## src/hdl/assert_macros.svh

```systemverilog
// assertion macros used by the normaliser top module
// no dependencies
`ifndef ASSERT_MACROS_SVH
`define ASSERT_MACROS_SVH

// property must hold on every clock edge outside reset
`define CHK_ALWAYS(lbl, prop) \
  lbl: assert property (@(posedge clk) disable iff (rst) (prop)) else $error("check failed");

// implication whose consequent is checked in the cycle after the antecedent
`define CHK_NEXT(lbl, ante, cons) \
  lbl: assert property (@(posedge clk) disable iff (rst) (ante) |=> (cons)) else $error("check failed");

`endif

```

## src/hdl/v3n_pkg.sv

```systemverilog
// shared widths and helpers for the vector normaliser
// no dependencies
package v3n_pkg;
  localparam int IN_WIDTH  = 24;
  localparam int FRAC_BITS = 15;
  localparam int OUT_WIDTH = 16;
  localparam int MAG_W     = IN_WIDTH;
  localparam int SUM_W     = 2 * IN_WIDTH + 2;
  localparam int ROOT_W    = SUM_W / 2;
  localparam int NUM_W     = MAG_W + FRAC_BITS;
  localparam int QUO_W     = NUM_W;
  localparam logic [FRAC_BITS:0] LIMIT = {1'b0, {FRAC_BITS{1'b1}}};

  // magnitude of a two's complement value
  function automatic logic [MAG_W-1:0] mag_of(input logic [IN_WIDTH-1:0] v);
    logic [IN_WIDTH-1:0] n;
    n = v[IN_WIDTH-1] ? (~v + 1'b1) : v;
    return n;
  endfunction
endpackage

```

## src/hdl/v3n_sqrt.sv

```systemverilog
// pipelined integer square root, one result bit per stage
// depends on v3n_pkg
module v3n_sqrt import v3n_pkg::*; (
  input  logic              clk,
  input  logic              en,
  input  logic [SUM_W-1:0]  s,
  output logic [ROOT_W-1:0] root
);
  logic [SUM_W-1:0]  rem  [ROOT_W+1];
  logic [ROOT_W-1:0] res  [ROOT_W+1];

  assign rem[0] = s;
  assign res[0] = '0;

  // restoring square root stage: decide one bit from the top
  for (genvar i = 0; i < ROOT_W; i++) begin : g_stage
    localparam int B = ROOT_W - 1 - i;
    logic [SUM_W+1:0]  trial;
    logic [SUM_W+1:0]  cur;
    logic [SUM_W-1:0]  rem_r;
    logic [ROOT_W-1:0] res_r;
    assign cur   = {2'b00, rem[i]};
    assign trial = ({2'b00, {{(SUM_W-ROOT_W){1'b0}}, res[i]}} << (B + 1))
                 + ({{(SUM_W+1){1'b0}}, 1'b1} << (2 * B));
    always_ff @(posedge clk) begin
      if (en) begin
        if (cur >= trial) begin
          rem_r <= SUM_W'(cur - trial);
          res_r <= res[i] | (ROOT_W'(1) << B);
        end else begin
          rem_r <= rem[i];
          res_r <= res[i];
        end
      end
    end
    assign rem[i+1] = rem_r;
    assign res[i+1] = res_r;
  end

  assign root = res[ROOT_W];
endmodule

```

## config.mk

```make
export PLATFORM = sky130hd
export DESIGN_NAME = v3n_sqrt
export DESIGN_NICKNAME = d
export VERILOG_FILES = /design/src/hdl/assert_macros.svh /design/src/hdl/v3n_pkg.sv /design/src/hdl/v3n_sqrt.sv
export SDC_FILE = /design/constraint.sdc
export NUM_CORES = 2
export LEC_CHECK = 0
export ABC_AREA = 1
export BUFFER_PORTS_ARGS = -buffer_cell sky130_fd_sc_hd__buf_4
export CORE_UTILIZATION = 55
export DETAILED_ROUTE_END_ITERATION = 7
export PLACE_DENSITY_LB_ADDON = 0.2
export REMOVE_ABC_BUFFERS = 1
export SETUP_SLACK_MARGIN = 0.15
export SYNTH_ARGS = -nofsm -noshare
export SYNTH_HDL_FRONTEND = slang
export SYNTH_SLANG_ARGS = --single-unit
```

## constraint.sdc

```tcl
create_clock -name clk -period 2.8 [get_ports clk]
set_input_delay 0.28 -clock clk [delete_from_list [all_inputs] [get_ports clk]]
set_output_delay 0.28 -clock clk [all_outputs]
set_load 0.03 [all_outputs]
```

* Word level (Yosys, flattened, before mapping)
Index checks and enable logic that the tools add are counted.
** Word-level totals
- Register bits after elaboration :: 1825
- Output and inout bits :: 25
** Cells by class
- Add/subtract/negate cells :: 48
- $lt $le $gt $ge :: 25
- Multiplexer cells :: 25
** Operators with widths (number)
- 50-bit 2-to-1 mux :: 24
- 49-bit by 47-bit adder with 50-bit output (second input constant) :: 1
- 50-bit by 27-bit >= comparator with 1-bit output :: 1
- 50-bit by 28-bit >= comparator with 1-bit output :: 1
- 50-bit by 29-bit >= comparator with 1-bit output :: 1
- 50-bit by 30-bit >= comparator with 1-bit output :: 1
- 50-bit by 31-bit >= comparator with 1-bit output :: 1
- 50-bit by 32-bit >= comparator with 1-bit output :: 1
- 50-bit by 33-bit >= comparator with 1-bit output :: 1
- 50-bit by 34-bit >= comparator with 1-bit output :: 1
- 50-bit by 35-bit >= comparator with 1-bit output :: 1
- 50-bit by 36-bit >= comparator with 1-bit output :: 1
- 50-bit by 37-bit >= comparator with 1-bit output :: 1
- 50-bit by 38-bit >= comparator with 1-bit output :: 1
- 50-bit by 39-bit >= comparator with 1-bit output :: 1
- 50-bit by 40-bit >= comparator with 1-bit output :: 1
- 50-bit by 41-bit >= comparator with 1-bit output :: 1
- 50-bit by 42-bit >= comparator with 1-bit output :: 1
- 50-bit by 43-bit >= comparator with 1-bit output :: 1
- 50-bit by 44-bit >= comparator with 1-bit output :: 1
- 50-bit by 45-bit >= comparator with 1-bit output :: 1
- 50-bit by 46-bit >= comparator with 1-bit output :: 1
- 50-bit by 47-bit >= comparator with 1-bit output :: 1
- 50-bit by 48-bit >= comparator with 1-bit output :: 1
- other kinds (51) :: 51

* Longest topological paths before layout
- Depth after elaboration :: 3
- Mapped depth :: 17

* Least setup slack after synthesis
OpenSTA, ideal clock, no wires.
- Path kind :: reg-to-reg
- Start point :: reg g_stage[5].rem_r[39]
- End point :: reg g_stage[6].rem_r[42], data pin
- Library setup time :: 0.253 ns
- Arrival time :: 1.896 ns
- Data required time :: 2.547 ns
- Setup slack :: 0.651 ns
- Cell stages (with the launch flop) :: 11
- Buffers on the path :: 1
- Period minus slack after synthesis :: 2.149 ns
- Cell sequence :: edfxtp_1 ha_1 nand2_1 nand2_1 nor2_2 o21ai_1 a211oi_4 nand2_2 buf_4 nand2_1 nand2_1
** On the way
- Word-level cells in the longest chain between the ends :: 2
- Elaborated cells on any way between the ends :: 3
- Those cells by class :: add/sub (1); order compare (1); mux (1)
** Ends and longest elaborated chain
- start, declared :: line v3n_sqrt.sv:20 : logic [SUM_W-1:0] rem_r;
- start signal, assigned :: line v3n_sqrt.sv:28 : rem_r <= SUM_W'(cur - trial);
- start signal, assigned :: line v3n_sqrt.sv:31 : rem_r <= rem[i];
- 50-bit by 45-bit subtractor with 50-bit output / 50-bit by 45-bit >= comparator with 1-bit output (equally long branches) :: line v3n_sqrt.sv:28, v3n_sqrt.sv:27
- 50-bit 2-to-1 mux (*) :: line v3n_sqrt.sv:27 : if (cur >= trial) begin
- end signal, assigned :: line v3n_sqrt.sv:28
- end signal, assigned :: line v3n_sqrt.sv:31
- end, declared :: line v3n_sqrt.sv:20
Every way passes the cells marked *; elsewhere a longest branch is shown, timed or not.
A chain may end at the register's enable or synchronous reset.

* Final worst setup path
- Start point :: reg g_stage[15].rem_r[17]
- End point :: reg g_stage[16].rem_r[29], data pin
** On the way
- Word-level cells in the longest chain between the ends :: 2
- Elaborated cells on any way between the ends :: 3
- Those cells by class :: add/sub (1); order compare (1); mux (1)
** Ends and longest elaborated chain (line)
- start, declared :: v3n_sqrt.sv:20
- start signal, assigned :: v3n_sqrt.sv:28
- start signal, assigned :: v3n_sqrt.sv:31
- 50-bit by 35-bit subtractor with 50-bit output / 50-bit by 35-bit >= comparator with 1-bit output (equally long branches) :: v3n_sqrt.sv:28, v3n_sqrt.sv:27
- 50-bit 2-to-1 mux (*) :: v3n_sqrt.sv:27
- end signal, assigned :: v3n_sqrt.sv:28
- end signal, assigned :: v3n_sqrt.sv:31
- end, declared :: v3n_sqrt.sv:20
Marked as above.

==> results.json <==
{
  "top_usage_layer": "met2",
  "hpwl_mm": 218,
  "met1_usage_pct": 47.1,
  "power_density_nw_per_um2": 733,
  "min_period_over_period_pct": 93.6,
  "die_h_um": 398,
  "antenna_found_initial": 8,
  "drv_slew": 0,
  "drc": 0,
  "root_buffer": "clkbuf_16",
  "status": "finished clean",
  "htreeDepth": 4,
  "grt_overflow_total": 0,
  "ys_seq_area_share_pct": 53.2,
  "power_mw": 73.0,
  "arrival_ps": 3190,
  "final.min_clock_period_ps": 2620,
  "grt_start_max_net_pins": 101,
  "grt_util_met3_pct": 5.18,
  "crit_path_end_kind": "register",
  "core_area_um2": 155000,
  "die_area_um2": 158000,
  "place_congestion": 1.01,
  "drv_cap": 0,
  "syn_area_per_cell_um2": 8.58,
  "fp.dieW_um": 398,
  "drive_above_1_share_pct": 10.0,
  "area_growth_pct": 15.7,
  "cts_tree": "built",
  "cts.sinks": 1525,
  "tns_ps": 0,
  "fin_worst_skew_ps": 69.2,
  "ant_nets": 0,
  "yosysWarningCount": 0,
  "synth_area_um2": 86100,
  "synthFlopType": "edfxtp_1",
  "min_path_type": "primary input to register",
  "synth-edff-count": 1525,
  "grt_pass1_wl_mm": 409,
  "final_common_cell": "nand2_1",
  "cts_buffer_depth": 3,
  "setup_viol": 0,
  "async_reset_ff_share_pct": 0,
  "synth_cells": 10027,
  "routedWlPerCell_um": 21.6,
  "startpoint_type": "register",
  "grt_util_met2_pct": 54.3,
  "ys_types": 58,
  "critPathRequiredTime_ps": 3360,
  "irDropWorstVdd_mv": 0.662,
  "tightest_slew_ps": 730,
  "port_buffers": 76,
  "track_usage_pct": 34.5,
  "vias_per_cell": 5.55,
  "grt_pass1_vias": 67530,
  "rows": 144,
  "clk_latency_ps": 830,
  "rsz0062_at_grt": "true",
  "reg2reg_setup_slack_ps": 180,
  "cp_max_fo": 4,
  "path_clk_slew_ps": 70,
  "via_count": 71466,
  "crit_type": "register to register",
  "p_leak_nw": 44.0,
  "cts_made_buffers": 161,
  "drt-total-wl_mm": 278,
  "drt_pass1_iterations": 8,
  "drtIter0Drc": 7570,
  "final_cell_mix": "nand2_1, inv_1, edfxtp_1",
  "ys_seq_elements": 1525,
  "pin_count": 77,
  "nets": 11100,
  "final_hold_viol_count": 0,
  "relSlewSlack_pct": 50.9,
  "initial_core_util_pct": 55.6,
  "max_freq_ghz": 0.381
}
-- power by group --
group          switching, mW  total [mW]  internal, mW
combinational           12.9        19.7          6.87
clock                   9.65        21.7          12.0
sequential              2.77        31.6          28.8
-- state kept, by name (all words and copies together), names as in the netlist --
signal         flops
root              25
g_stage.rem_r   1200
g_stage.res_r    300
-- what timing repair did --
action	4_1_cts	5_1_grt
buffers inserted	8	47
cloned	2	8
resized for setup	33	177
hold endpoints to repair	90	0
setup endpoints to repair	148	368
pin swaps	4	26
hold buffers	52	0
-- logic make-up (layout without fill, tap and decap cells) --
family / after synthesis / count (layout) / synth area share, %
and+or+nand+nor: 5366 / 5369 / 25.8
buffers and inverters: 1694 / 2500 / 7.77
DFF: 1525 / 1525 / 53.2
AOI/OAI and AO/OA: 794 / 794 / 5.09
adders and majority gates: 346 / 346 / 5.03
xor gates and xnor gates: 302 / 302 / 3.07
other: 0 / 2 / 0
-- area by class of cell --
type | instances | area (um2)
Sequential cell | 1525 | 45800
Multi-Input combinational cell | 6811 | 34600
Timing Repair Buffer | 587 | 5200
Antenna cell | 2 | 5.00
Tap cell | 2044 | 2560
Fill cell | 12759 | 55200
Clock buffer | 180 | 4120
Inverter | 1616 | 6090
Clock inverter | 117 | 1270
-- worst paths after layout --
| path | from | endpoint | cells past startpoint |
|---|---|---|---|
| worst min register to register | g_stage[17].res_r[15] | g_stage[18].res_r[15] | 0 |
| worst min-delay path | s[47] | g_stage[0].rem_r[47] | 2 |
| worst max-delay path | g_stage[15].rem_r[17] | g_stage[16].rem_r[29] | 13 |
| worst max register to register | g_stage[15].rem_r[17] | g_stage[16].rem_r[29] | 13 |
-- synth_stat cells, drive strengths merged (5+ instances only) --
cell type,n,share of area (%)
a211oi,6,0.073
a21boi,14,0.13
a21o,26,0.23
a21oi,428,2.6
a31oi,5,0.036
and2,8,0.058
and3,7,0.051
buf,73,0.70
clkbuf,5,0.026
edfxtp,1525,53
ha,346,5.0
inv,1616,7.0
nand2,3188,14
nand3,564,3.3
nand3b,43,0.38
nand4,204,1.5
nor2,1131,5.1
nor3,121,0.72
nor3b,5,0.049
nor4,69,0.51
o211ai,8,0.070
o21a,8,0.070
o21ai,283,1.7
o21bai,13,0.11
or2,21,0.15
xnor2,131,1.3
xor2,171,1.7
-- critical path, cell delays in order (launching register included) --
cell and delay [ps]:
edfxtp_1 420, inv_1 150, ha_1 250, nand2_1 120, nor3_4 270, nand3_1 140
buf_4 160, nor2_1 120, nand2_1 130, nand2_4 150, nor2_4 60, buf_4 170
nand2_1 120, nand2_1 80
-- stage by stage --
stage | cells | util [%] | instance area, um2 | worst slack (ps) | hold slack (ps)
final | 12882 | 64.4 | 99600 | 178 | 164
after global routing | 12880 | 64.4 | 99600 | 92.7 | 144
after CTS | 12825 | 63.5 | 98200 | 133 | 115
after detailed placement | 12466 | 59.5 | 92000 | -210 | 433
after global placement | 12466 | 59.5 | 92000 | -187 | 422
after floorplan | 9949 | - | 85500 | -75.1 | 379
-- per-layer routing --
layer | share of wire, % | vias up
li1 | - | 34131
met1 | 42 | 33701
met2 | 45 | 3057
met3 | 8.3 | 569
met4 | 5.1 | 8
met5 | 0.016 | -
No activity file was read; power rests on OpenSTA's default activity.
